[src/rtl/core/segment_fit_allocator_defines.svh]
// ----------------------------------------------------------------------------
// segment fit allocator assertion macros
// shared checking helpers, empty in synthesis
// ----------------------------------------------------------------------------
`ifndef SEGMENT_FIT_ALLOCATOR_DEFINES_SVH
`define SEGMENT_FIT_ALLOCATOR_DEFINES_SVH
`ifndef SYNTHESIS
// same-cycle implication on the block clock
`define SFA_ASSERT_IMP(lbl, a, b) \
    lbl: assert property (@(posedge aclk) disable iff (!aresetn) (a) |-> (b)) \
        else $error("segment_fit_allocator check failed");
// next-cycle implication on the block clock
`define SFA_ASSERT_NXT(lbl, a, b) \
    lbl: assert property (@(posedge aclk) disable iff (!aresetn) (a) |=> (b)) \
        else $error("segment_fit_allocator check failed");
`else
`define SFA_ASSERT_IMP(lbl, a, b)
`define SFA_ASSERT_NXT(lbl, a, b)
`endif
`endif

[src/rtl/core/sfa_pkg.sv]
// ----------------------------------------------------------------------------
// sfa_pkg
// shared types and codes of the segment fit allocator
// ----------------------------------------------------------------------------
package sfa_pkg;

    typedef enum logic [1:0] {
        OP_FIRST = 2'd0,
        OP_BEST  = 2'd1,
        OP_WORST = 2'd2,
        OP_FREE  = 2'd3
    } op_t;

    typedef enum logic [1:0] {
        ST_OK      = 2'd0,
        ST_NOFIT   = 2'd1,
        ST_NOOWNER = 2'd2,
        ST_FULL    = 2'd3
    } status_t;

    localparam logic [1:0] REG_POOL_BASE  = 2'd0;
    localparam logic [1:0] REG_POOL_LIMIT = 2'd1;

    localparam int POOL_BASE_RST  = 1;
    localparam int POOL_LIMIT_RST = 512;

    typedef enum logic [2:0] {
        S_IDLE,
        S_A_SCAN,
        S_A_SPOS,
        S_F_OWN,
        S_F_HPOS,
        S_F_SREM,
        S_RESP
    } state_t;

    typedef enum logic [3:0] {
        CMD_NONE,
        CMD_LOAD,
        CMD_HSCAN,
        CMD_CARVE,
        CMD_SPOS,
        CMD_SINSERT,
        CMD_OSCAN,
        CMD_FLATCH,
        CMD_HPOS,
        CMD_MERGE,
        CMD_SREMOVE
    } cmd_t;

    typedef struct packed {
        logic size_zero;
        logic hscan_done;
        logic pick_found;
        logic seg_full;
        logic spos_done;
        logic own_done;
        logic own_match;
        logic hpos_done;
        logic merge_blocked;
    } dp_status_t;

endpackage

[src/rtl/core/sfa_ctrl.sv]
// ----------------------------------------------------------------------------
// sfa_ctrl
// request sequencer: steps the datapath through scan, carve and merge phases
// ----------------------------------------------------------------------------
module sfa_ctrl (
    input  logic                aclk,
    input  logic                aresetn,
    input  logic                s_valid,
    input  sfa_pkg::op_t        s_op,
    input  sfa_pkg::dp_status_t dp_sts,
    input  logic                out_free,
    output logic                s_ready,
    output sfa_pkg::cmd_t       cmd,
    output logic                resp_load,
    output sfa_pkg::status_t    resp_status
);
    import sfa_pkg::*;

    state_t  state_reg, state_next;
    status_t st_reg, st_next;

    always_ff @(posedge aclk) begin
        if (!aresetn) begin
            state_reg <= S_IDLE;
            st_reg    <= ST_OK;
        end else begin
            state_reg <= state_next;
            st_reg    <= st_next;
        end
    end

    always_comb begin
        state_next = state_reg;
        st_next    = st_reg;
        cmd        = CMD_NONE;
        s_ready    = 1'b0;
        resp_load  = 1'b0;
        unique case (state_reg)
            S_IDLE: begin
                s_ready = 1'b1;
                if (s_valid) begin
                    cmd        = CMD_LOAD;
                    state_next = (s_op == OP_FREE) ? S_F_OWN : S_A_SCAN;
                end
            end
            S_A_SCAN: begin
                priority if (dp_sts.size_zero) begin
                    st_next    = ST_NOFIT;
                    state_next = S_RESP;
                end else if (dp_sts.hscan_done) begin
                    priority if (!dp_sts.pick_found) begin
                        st_next    = ST_NOFIT;
                        state_next = S_RESP;
                    end else if (dp_sts.seg_full) begin
                        st_next    = ST_FULL;
                        state_next = S_RESP;
                    end else begin
                        cmd        = CMD_CARVE;
                        state_next = S_A_SPOS;
                    end
                end else begin
                    cmd = CMD_HSCAN;
                end
            end
            S_A_SPOS: begin
                if (dp_sts.spos_done) begin
                    cmd        = CMD_SINSERT;
                    st_next    = ST_OK;
                    state_next = S_RESP;
                end else begin
                    cmd = CMD_SPOS;
                end
            end
            S_F_OWN: begin
                if (dp_sts.own_done) begin
                    if (dp_sts.own_match) begin
                        cmd        = CMD_FLATCH;
                        state_next = S_F_HPOS;
                    end else begin
                        st_next    = ST_NOOWNER;
                        state_next = S_RESP;
                    end
                end else begin
                    cmd = CMD_OSCAN;
                end
            end
            S_F_HPOS: begin
                if (dp_sts.hpos_done) begin
                    if (dp_sts.merge_blocked) begin
                        st_next    = ST_FULL;
                        state_next = S_RESP;
                    end else begin
                        cmd        = CMD_MERGE;
                        state_next = S_F_SREM;
                    end
                end else begin
                    cmd = CMD_HPOS;
                end
            end
            S_F_SREM: begin
                cmd        = CMD_SREMOVE;
                st_next    = ST_OK;
                state_next = S_RESP;
            end
            S_RESP: begin
                if (out_free) begin
                    resp_load  = 1'b1;
                    state_next = S_IDLE;
                end
            end
            default: state_next = S_IDLE;
        endcase
    end

    assign resp_status = st_reg;

endmodule

[src/rtl/core/sfa_datapath.sv]
// ----------------------------------------------------------------------------
// sfa_datapath
// hole and segment tables, scan index and per-request working registers
// ----------------------------------------------------------------------------
module sfa_datapath #(
    parameter int TABLE_ENTRIES = 16,
    parameter int ADDR_BITS     = 16
) (
    input  logic                   aclk,
    input  logic                   aresetn,
    input  sfa_pkg::cmd_t          cmd,
    input  logic [1:0]             in_op,
    input  logic [15:0]            in_size,
    input  logic [15:0]            in_owner,
    input  logic                   cfg_we,
    input  logic [1:0]             cfg_idx,
    input  logic [15:0]            cfg_data,
    output sfa_pkg::dp_status_t    dp_sts,
    output logic [ADDR_BITS-1:0]   res_lo,
    output logic [ADDR_BITS-1:0]   res_hi
);
    import sfa_pkg::*;

    localparam int N  = TABLE_ENTRIES;
    localparam int AW = ADDR_BITS;
    localparam int IW = (N > 1) ? $clog2(N) : 1;
    localparam int CW = $clog2(N + 1);
    localparam logic [AW-1:0] BASE_RST  = AW'(POOL_BASE_RST);
    localparam logic [AW-1:0] LIMIT_RST = AW'(POOL_LIMIT_RST);

    logic [AW-1:0] base_reg, base_next, limit_reg, limit_next;
    logic [AW-1:0] hs_reg [N];
    logic [AW-1:0] hs_next [N];
    logic [AW-1:0] he_reg [N];
    logic [AW-1:0] he_next [N];
    logic [AW-1:0] sl_reg [N];
    logic [AW-1:0] sl_next [N];
    logic [AW-1:0] sh_reg [N];
    logic [AW-1:0] sh_next [N];
    logic [15:0]   so_reg [N];
    logic [15:0]   so_next [N];
    logic [CW-1:0] nh_reg, nh_next, ns_reg, ns_next, idx_reg, idx_next;
    op_t           op_reg, op_next;
    logic [AW-1:0] size_reg, size_next;
    logic [15:0]   owner_reg, owner_next;
    logic          found_reg, found_next;
    logic [IW-1:0] pick_reg, pick_next, sidx_reg, sidx_next;
    logic [AW-1:0] pick_w_reg, pick_w_next;
    logic [AW-1:0] lo_reg, lo_next, hi_reg, hi_next, prev_reg, prev_next;

    logic [IW-1:0] ri;
    logic          in_h, in_s, fits, better, with_prev, with_next;
    logic [AW-1:0] cur_hs, cur_he, w;

    always_ff @(posedge aclk) begin
        if (!aresetn) begin
            base_reg  <= BASE_RST;
            limit_reg <= LIMIT_RST;
            hs_reg[0] <= BASE_RST;
            he_reg[0] <= LIMIT_RST;
            nh_reg    <= (LIMIT_RST > BASE_RST) ? CW'(1) : '0;
            ns_reg    <= '0;
            idx_reg   <= '0;
            found_reg <= 1'b0;
        end else begin
            base_reg  <= base_next;
            limit_reg <= limit_next;
            hs_reg    <= hs_next;
            he_reg    <= he_next;
            nh_reg    <= nh_next;
            ns_reg    <= ns_next;
            idx_reg   <= idx_next;
            found_reg <= found_next;
        end
    end

    always_ff @(posedge aclk) begin
        sl_reg     <= sl_next;
        sh_reg     <= sh_next;
        so_reg     <= so_next;
        op_reg     <= op_next;
        size_reg   <= size_next;
        owner_reg  <= owner_next;
        pick_reg   <= pick_next;
        pick_w_reg <= pick_w_next;
        sidx_reg   <= sidx_next;
        lo_reg     <= lo_next;
        hi_reg     <= hi_next;
        prev_reg   <= prev_next;
    end

    // status seen by the sequencer
    always_comb begin
        ri     = idx_reg[IW-1:0];
        in_h   = idx_reg < nh_reg;
        in_s   = idx_reg < ns_reg;
        cur_hs = hs_reg[ri];
        cur_he = he_reg[ri];
        w      = cur_he - cur_hs;
        fits   = in_h && (w >= size_reg);
        better = !found_reg || (op_reg == OP_BEST && w < pick_w_reg)
                 || (op_reg == OP_WORST && w > pick_w_reg);
        with_prev = (idx_reg != '0) && (prev_reg == lo_reg);
        with_next = in_h && (cur_hs == hi_reg);

        dp_sts.size_zero     = (size_reg == '0);
        dp_sts.pick_found    = found_reg;
        dp_sts.hscan_done    = !in_h || (op_reg == OP_FIRST && found_reg);
        dp_sts.seg_full      = (ns_reg == CW'(N));
        dp_sts.spos_done     = !(in_s && sl_reg[ri] < lo_reg);
        dp_sts.own_match     = in_s && (so_reg[ri] == owner_reg);
        dp_sts.own_done      = !in_s || dp_sts.own_match;
        dp_sts.hpos_done     = !(in_h && cur_hs < lo_reg);
        dp_sts.merge_blocked = !with_prev && !with_next && (nh_reg == CW'(N));
    end

    always_comb begin
        base_next   = base_reg;
        limit_next  = limit_reg;
        hs_next     = hs_reg;
        he_next     = he_reg;
        sl_next     = sl_reg;
        sh_next     = sh_reg;
        so_next     = so_reg;
        nh_next     = nh_reg;
        ns_next     = ns_reg;
        idx_next    = idx_reg;
        op_next     = op_reg;
        size_next   = size_reg;
        owner_next  = owner_reg;
        found_next  = found_reg;
        pick_next   = pick_reg;
        pick_w_next = pick_w_reg;
        sidx_next   = sidx_reg;
        lo_next     = lo_reg;
        hi_next     = hi_reg;
        prev_next   = prev_reg;

        if (cfg_we) begin
            if (cfg_idx == REG_POOL_BASE) begin
                base_next = AW'(cfg_data);
            end else if (cfg_idx == REG_POOL_LIMIT) begin
                // pool re-init: one hole (none when limit <= base), no segments
                limit_next = AW'(cfg_data);
                hs_next[0] = base_reg;
                he_next[0] = AW'(cfg_data);
                nh_next    = (AW'(cfg_data) > base_reg) ? CW'(1) : '0;
                ns_next    = '0;
            end
        end else begin
            unique case (cmd)
                CMD_LOAD: begin
                    op_next    = op_t'(in_op);
                    size_next  = AW'(in_size);
                    owner_next = in_owner;
                    idx_next   = '0;
                    found_next = 1'b0;
                end
                CMD_HSCAN: begin
                    if (in_h) begin
                        if (fits && better) begin
                            found_next  = 1'b1;
                            pick_next   = ri;
                            pick_w_next = w;
                            lo_next     = cur_hs;
                        end
                        idx_next = idx_reg + CW'(1);
                    end
                end
                CMD_CARVE: begin
                    hi_next  = lo_reg + size_reg;
                    idx_next = '0;
                    if (pick_w_reg == size_reg) begin
                        // exact fit drops the hole
                        for (int i = 0; i < N; i++) begin
                            if (IW'(i) >= pick_reg && CW'(i + 1) < nh_reg) begin
                                hs_next[i] = hs_reg[(i + 1 < N) ? i + 1 : i];
                                he_next[i] = he_reg[(i + 1 < N) ? i + 1 : i];
                            end
                        end
                        nh_next = nh_reg - CW'(1);
                    end else begin
                        hs_next[pick_reg] = lo_reg + size_reg;
                    end
                end
                CMD_SPOS: begin
                    if (!dp_sts.spos_done) begin
                        idx_next = idx_reg + CW'(1);
                    end
                end
                CMD_SINSERT: begin
                    for (int i = 0; i < N; i++) begin
                        if (CW'(i) > idx_reg && CW'(i) <= ns_reg) begin
                            sl_next[i] = sl_reg[(i > 0) ? i - 1 : i];
                            sh_next[i] = sh_reg[(i > 0) ? i - 1 : i];
                            so_next[i] = so_reg[(i > 0) ? i - 1 : i];
                        end else if (CW'(i) == idx_reg) begin
                            sl_next[i] = lo_reg;
                            sh_next[i] = hi_reg;
                            so_next[i] = owner_reg;
                        end
                    end
                    ns_next = ns_reg + CW'(1);
                end
                CMD_OSCAN: begin
                    if (!dp_sts.own_done) begin
                        idx_next = idx_reg + CW'(1);
                    end
                end
                CMD_FLATCH: begin
                    sidx_next = ri;
                    lo_next   = sl_reg[ri];
                    hi_next   = sh_reg[ri];
                    idx_next  = '0;
                end
                CMD_HPOS: begin
                    if (!dp_sts.hpos_done) begin
                        prev_next = cur_he;
                        idx_next  = idx_reg + CW'(1);
                    end
                end
                CMD_MERGE: begin
                    for (int i = 0; i < N; i++) begin
                        priority if (with_prev && with_next) begin
                            if (CW'(i + 1) == idx_reg) begin
                                he_next[i] = cur_he;
                            end else if (CW'(i) >= idx_reg && CW'(i + 1) < nh_reg) begin
                                hs_next[i] = hs_reg[(i + 1 < N) ? i + 1 : i];
                                he_next[i] = he_reg[(i + 1 < N) ? i + 1 : i];
                            end
                        end else if (with_prev) begin
                            if (CW'(i + 1) == idx_reg) begin
                                he_next[i] = hi_reg;
                            end
                        end else if (with_next) begin
                            if (CW'(i) == idx_reg) begin
                                hs_next[i] = lo_reg;
                            end
                        end else begin
                            if (CW'(i) > idx_reg && CW'(i) <= nh_reg) begin
                                hs_next[i] = hs_reg[(i > 0) ? i - 1 : i];
                                he_next[i] = he_reg[(i > 0) ? i - 1 : i];
                            end else if (CW'(i) == idx_reg) begin
                                hs_next[i] = lo_reg;
                                he_next[i] = hi_reg;
                            end
                        end
                    end
                    priority if (with_prev && with_next) begin
                        nh_next = nh_reg - CW'(1);
                    end else if (!with_prev && !with_next) begin
                        nh_next = nh_reg + CW'(1);
                    end else begin
                        nh_next = nh_reg;
                    end
                end
                CMD_SREMOVE: begin
                    for (int i = 0; i < N; i++) begin
                        if (IW'(i) >= sidx_reg && CW'(i + 1) < ns_reg) begin
                            sl_next[i] = sl_reg[(i + 1 < N) ? i + 1 : i];
                            sh_next[i] = sh_reg[(i + 1 < N) ? i + 1 : i];
                            so_next[i] = so_reg[(i + 1 < N) ? i + 1 : i];
                        end
                    end
                    ns_next = ns_reg - CW'(1);
                end
                default: begin
                end
            endcase
        end
    end

    assign res_lo = lo_reg;
    assign res_hi = hi_reg;

endmodule

[src/rtl/core/segment_fit_allocator.sv]
// ----------------------------------------------------------------------------
// segment_fit_allocator
// first, best and worst fit allocator over one contiguous address pool
// ----------------------------------------------------------------------------
// usage:
// - request channel s_*: op (first/best/worst fit allocate, or free), size and
//   owner id; one transaction per request, taken only while the sequencer idles
// - result channel m_*: one transaction per request with status and the
//   segment bounds; bounds read zero on any error status
// - config channel cfg_*: index 0 pool_base, index 1 pool_limit; writing the
//   limit rebuilds the pool as one hole and drops all segments; always ready
// table walk: a request walks the hole table and the segment table one entry
//   per cycle
// throughput: one request in flight; the result sits in an output register,
//   so the next request is taken while the receiver stalls, and only its
//   result waits until the held one is taken
// reset: pool [1, 512) as a single hole, no segments, no result pending
// ----------------------------------------------------------------------------
module segment_fit_allocator #(
    parameter int TABLE_ENTRIES = 16,
    parameter int ADDR_BITS     = 16
) (
    input  logic        aclk,
    input  logic        aresetn,
    // request channel
    input  logic        s_valid,
    output logic        s_ready,
    input  logic [1:0]  s_op,
    input  logic [15:0] s_request_size,
    input  logic [15:0] s_owner_id,
    // result channel
    output logic        m_valid,
    input  logic        m_ready,
    output logic [1:0]  m_status,
    output logic [15:0] m_seg_start,
    output logic [15:0] m_seg_end,
    // config write channel
    input  logic        cfg_valid,
    output logic        cfg_ready,
    input  logic [1:0]  cfg_index,
    input  logic [15:0] cfg_wdata
);
    import sfa_pkg::*;

`include "segment_fit_allocator_defines.svh"

    cmd_t                 cmd;
    dp_status_t           dp_sts;
    status_t              resp_status;
    logic                 resp_load;
    logic                 out_free;
    logic [ADDR_BITS-1:0] res_lo, res_hi;

    logic        m_valid_reg, m_valid_next;
    logic [1:0]  m_status_reg, m_status_next;
    logic [15:0] m_start_reg, m_start_next, m_end_reg, m_end_next;

    // output slot is free when empty or being drained this cycle
    assign out_free  = !m_valid_reg || m_ready;
    assign cfg_ready = 1'b1;

    sfa_ctrl u_ctrl (
        .aclk        (aclk),
        .aresetn     (aresetn),
        .s_valid     (s_valid),
        .s_op        (op_t'(s_op)),
        .dp_sts      (dp_sts),
        .out_free    (out_free),
        .s_ready     (s_ready),
        .cmd         (cmd),
        .resp_load   (resp_load),
        .resp_status (resp_status)
    );

    sfa_datapath #(
        .TABLE_ENTRIES (TABLE_ENTRIES),
        .ADDR_BITS     (ADDR_BITS)
    ) u_dp (
        .aclk     (aclk),
        .aresetn  (aresetn),
        .cmd      (cmd),
        .in_op    (s_op),
        .in_size  (s_request_size),
        .in_owner (s_owner_id),
        .cfg_we   (cfg_valid),
        .cfg_idx  (cfg_index),
        .cfg_data (cfg_wdata),
        .dp_sts   (dp_sts),
        .res_lo   (res_lo),
        .res_hi   (res_hi)
    );

    // result register
    always_comb begin
        m_valid_next  = m_valid_reg;
        m_status_next = m_status_reg;
        m_start_next  = m_start_reg;
        m_end_next    = m_end_reg;
        if (m_valid_reg && m_ready) begin
            m_valid_next = 1'b0;
        end
        if (resp_load) begin
            m_valid_next  = 1'b1;
            m_status_next = resp_status;
            // error transactions carry zero bounds
            m_start_next  = (resp_status == ST_OK) ? 16'(res_lo) : '0;
            m_end_next    = (resp_status == ST_OK) ? 16'(res_hi) : '0;
        end
    end

    always_ff @(posedge aclk) begin
        if (!aresetn) begin
            m_valid_reg <= 1'b0;
        end else begin
            m_valid_reg <= m_valid_next;
        end
    end

    always_ff @(posedge aclk) begin
        m_status_reg <= m_status_next;
        m_start_reg  <= m_start_next;
        m_end_reg    <= m_end_next;
    end

    assign m_valid     = m_valid_reg;
    assign m_status    = m_status_reg;
    assign m_seg_start = m_start_reg;
    assign m_seg_end   = m_end_reg;

    // a held result is never overwritten
    `SFA_ASSERT_IMP(a_no_overwrite, resp_load, out_free)
    // an accepted request leaves the sequencer busy
    `SFA_ASSERT_NXT(a_busy_after_accept, s_valid && s_ready, !s_ready)
    // error results report zero bounds
    `SFA_ASSERT_IMP(a_err_zero, m_valid && m_status != ST_OK, m_seg_start == '0 && m_seg_end == '0)

endmodule
[config.mk]
export PLATFORM = sky130hd
export DESIGN_NAME = segment_fit_allocator
export DESIGN_NICKNAME = d
export VERILOG_FILES = /design/src/rtl/core/sfa_pkg.sv /design/src/rtl/core/sfa_ctrl.sv /design/src/rtl/core/sfa_datapath.sv /design/src/rtl/core/segment_fit_allocator.sv
export VERILOG_INCLUDE_DIRS = /design/src /design/src/rtl/core
export SDC_FILE = /design/constraint.sdc
export NUM_CORES = 2
export LEC_CHECK = 0
export BUFFER_PORTS_ARGS = -buffer_cell sky130_fd_sc_hd__buf_2
export CORE_ASPECT_RATIO = 2
export CORE_UTILIZATION = 55
export DETAILED_ROUTE_END_ITERATION = 7
export HOLD_SLACK_MARGIN = 0.12
export PLACE_DENSITY = 0.74
export SETUP_SLACK_MARGIN = 0.2
export SLEW_MARGIN = 40
export SYNTH_ARGS = -nofsm -noshare
export SYNTH_HDL_FRONTEND = slang
export SYNTH_SLANG_ARGS = --single-unit
[constraint.sdc]
create_clock -name aclk -period 17.7 [get_ports aclk]
set_input_delay 4.425 -clock aclk [delete_from_list [all_inputs] [get_ports aclk]]
set_output_delay 4.425 -clock aclk [all_outputs]
set_load 0.01 [all_outputs]
==> results.yml <==
routing:
  wl_per_cell_um: 33.95
  drt-initial-drc-count: 12182
  via_count: 82066
  drt_drc_violations_left: 0
  dr.pass1.iters: 7
  wl_um: 384400
  viasPerCell: 7.248
  ant_nets: 0
synth:
  synth_seq_area_share_pct: 46.06
  syn-mean-instance-area_um2: 10.09
  ys_types: 82
  yosysWarnings: 0
  synth-simple-area-share_pct: 11.37
  synth_top_area_share_pct: 44.56
  synth-edff-count: 1388
  syn-instance-count: 9268
  synth_compound_area_share_pct: 15.65
  synthTopCellsByArea: "edfxtp_1, mux2i_1, mux4_2, nand2_1, o21ai_0"
  synth_top_family_by_area: "multiplexers"
  synthesis.nets: 9460
  synth_xor_area_share_pct: 0.9364
  synth_fa_ha_area_share_pct: 1.822
  synth_seq_cells: 1458
  async_flop_share_pct: 0
  synthFlopType: "edfxtp_1"
  synthMuxAreaShare_pct: 19.87
  yosysTopAreaCell: "edfxtp_1"
  syn_area_um2: 93530
placed_design:
  dp_hpwl_um: 256200
  port_buffers: 92
  place_ws_ps: 8687
  place_congestion: 1.062
timing:
  tns_ps: 0
  report.final.slew_viol_count: 0
  setup_ws_ps: 8387
  fmax_ghz: 0.1074
  post-route-min-period_ps: 9313
  tightestPinTransition_ps: 1035
  setup_viol: 0
  final_hold_viol_count: 0
  rsz0062_at_grt: "false"
  fin_crit_sh_pct: 52.62
  clock_skew_ps: 65.91
  slew-limit-headroom_pct: 30.50
power:
  p_sw_share_pct: 38.49
  seqPwrFrac_pct: 39.0
  net-switching-power_mw: 4.758
  peakVddDrop_v: 0.0001047
  power_leakage_nw: 33.41
  clkPwrFrac_pct: 26.0
  p_int_mw: 7.604
  powerDensity_nw_per_um2: 121.6
  comb_power_share_pct: 34.9
  total_power_mw: 12.36
setup_path:
  crit_type: "reg2reg"
  crit_top_cell: "a21oi_1"
  cp_slowest_stage_delay_ps: 730
  worstSetupStartpointType: "flop"
  cp_max_fo: 36
  slowest_stage: "a21oi_4"
  crit_chain: "buf_4 -> buf_4 -> mux4_2 -> mux4_2 -> inv_1 -> ha_1 -> nor2b_1 -> o21ai_0 -> a21boi_0 -> o21ai_0 -> a21boi_0 -> o2111a_1 -> nor3_1 -> o31ai_1 -> a21oi_1 -> xnor2_1 -> ha_1 -> a2111oi_0 -> o221ai_1 -> a21oi_1 -> mux2_2 -> a21oi_1 -> nand2_1 -> a21oi_4"
  arrival_ps: 9750
  crit_path_end_kind: "flop"
  cp.required_ps: 18130
die:
  die_w_um: 293.6
  ioPinCount: 94
  initial_utilization_pct: 55.45
  fp.coreArea_um2: 168700
  fp-row-count: 213
  die_y_um: 585.2
  dieArea_um2: 171800
clock_network:
  htreeDepth: 4
  postCtsHoldBufs: 0
  cts_made_buffers: 149
  cts_setup_buffers: 0
  clock_sinks: 1458
  cts_root_buf: "clkbuf_16"
  clockBufferDepth: 4
  clkLatencyLatePin_ps: 850
  post_cts_resized: 0
  cts_tree: "built"
  path_clk_slew_ps: 70
grt:
  grtUsageTotal_pct: 44.30
  grt_pass1_vias: 79664
  grt_max_degree: 277
  antenna_found_initial: 39
  grt.overflow.total: 0
  grt_pass1_wl_um: 553700
layout:
  syn_to_final_growth_pct: 8.672
  final_nets: 9125
  drive_gt1_share_pct: 13.92
  final_core_util_pct: 60.25
  fill_cells: 13866
job:
  drv_cap: 0
hold_path:
  hold_path_class: "reg2reg"
status:
  status: "finished, final reports clean"
-- power groups by stage --
stage | logic, mW | clock network [mW] | registers, mW
CTS | 4.14 | 3.22 | 4.81
floorplan | 2.64 | 0 | 4.71
global placement | 4.01 | 0 | 4.86
detailed placement | 4.12 | 0 | 4.88
global route | 4.53 | 3.32 | 4.85
finish | 4.32 | 3.22 | 4.82
-- layout make-up --
class / instances / area [um2] / area share (%)
flip-flops and latches: 1458 / 43100 / 42.40
well taps: 2257 / 2824 / 2.778
clock inverters: 67 / 594.3 / 0.5847
diodes: 22 / 55.05 / 0.05416
multi-input cells: 6798 / 47480 / 46.72
repair buffers: 388 / 3032 / 2.983
clock buffers: 194 / 4043 / 3.977
inverters: 138 / 518.0 / 0.5096
-- synthesized netlist by cell type (all sizes together), types with 8 or more instances --
cell     number
o21a         19
nor2        350
o221ai      137
a311oi       10
nor2b        40
a211o         9
mux2        171
dfxtp        70
a2111oi      13
a22oi        81
xor2         30
a22o          9
o22ai       168
o211ai       12
a21oi       673
o21ai      1019
buf         218
a32oi        13
or3          24
and3         17
nor3        102
mux2i       949
ha          133
o31ai        13
nand4        28
a21o         49
a221oi       20
or2           8
mux4        318
nand2b       42
a211oi       63
clkbuf      656
a31oi       147
edfxtp     1388
nor4         26
xnor2        70
nand2      1866
nand3        53
o2111ai      12
or4           9
inv         134
and2         30
-- routing by layer --
| metal | vias to the layer above | share of wire [%] | GRT usage [%] |
|---|---|---|---|
| li1 | 33904 | - | - |
| met4 | 38 | 11 | 40.99 |
| met2 | 6408 | 46 | 70.06 |
| met3 | 2073 | 11 | 10.49 |
| met1 | 39643 | 32 | 49.28 |
| met5 | - | 0.060 | 0 |
-- per-stage QoR --
step / std cells / cell area, um2 / hold WS (ps)
after floorplan: 9268 / 93530 / 406.4
after global placement: 11018 / 96370 / 445.3
after detailed placement: 11034 / 96740 / 463.8
after CTS: 11295 / 101400 / 472.7
after global routing: 11305 / 101600 / 498.4
final: 11322 / 101600 / 471.2
-- cells in the final DEF, fill, tap and decap left out, types with 35 or more instances in the layout --
| cell | n |
|---|---|
| o22ai_1 | 168 |
| mux2i_1 | 949 |
| a21oi_1 | 661 |
| mux4_2 | 318 |
| a21o_1 | 49 |
| nor2_1 | 322 |
| xnor2_1 | 62 |
| clkbuf_16 | 153 |
| nand3_1 | 52 |
| buf_2 | 93 |
| dfxtp_1 | 66 |
| inv_1 | 129 |
| nand2b_1 | 41 |
| buf_4 | 248 |
| edfxtp_1 | 1388 |
| a211oi_1 | 47 |
| a31oi_1 | 146 |
| mux2_2 | 171 |
| o21ai_0 | 970 |
| nor3_1 | 80 |
| nor2b_1 | 36 |
| ha_1 | 132 |
| o21ai_1 | 45 |
| clkbuf_1 | 35 |
| nand2_1 | 1856 |
| o221ai_1 | 134 |
| a22oi_1 | 81 |
-- cell families after synthesis --
kind of cell             after synthesis
AND/OR/NAND/NOR                     2606
AO/OA/AOI/OAI                       2518
flip-flops                          1458
multiplexers                        1438
buffers and inverters               1012
adder cells (fa/ha/maj)              135
XOR/XNOR                             100
other                                  1
-- path summary, 6_finish.rpt --
| check | from | to | slack [ps] | cells past startpoint |
|---|---|---|---|---|
| min | u_dp.base_reg[8]$_SDFFE_PN0P_ | u_dp.base_reg[8]$_SDFFE_PN0P_ | 470 | 2 |
| min reg2reg | u_dp.base_reg[8]$_SDFFE_PN0P_ | u_dp.base_reg[8]$_SDFFE_PN0P_ | 470 | 2 |
| max reg2reg | u_dp.idx_reg[1]$_SDFFE_PN0P_ | u_dp.res_lo[5]$_DFFE_PP_ | 8390 | 24 |
| max | u_dp.idx_reg[1]$_SDFFE_PN0P_ | u_dp.res_lo[5]$_DFFE_PP_ | 8390 | 24 |
-- worst max-delay path, delay by kind of cell, from the launching register on --
kind            cells  cell delay, ps
fa+ha+maj           2             630
mux                 3            1580
buf+inv             3            1660
simple gates        3             760
xor+xnor            1             200
compound gates     12            3380
flops               1             600
Power figures use the tool's default switching activity.
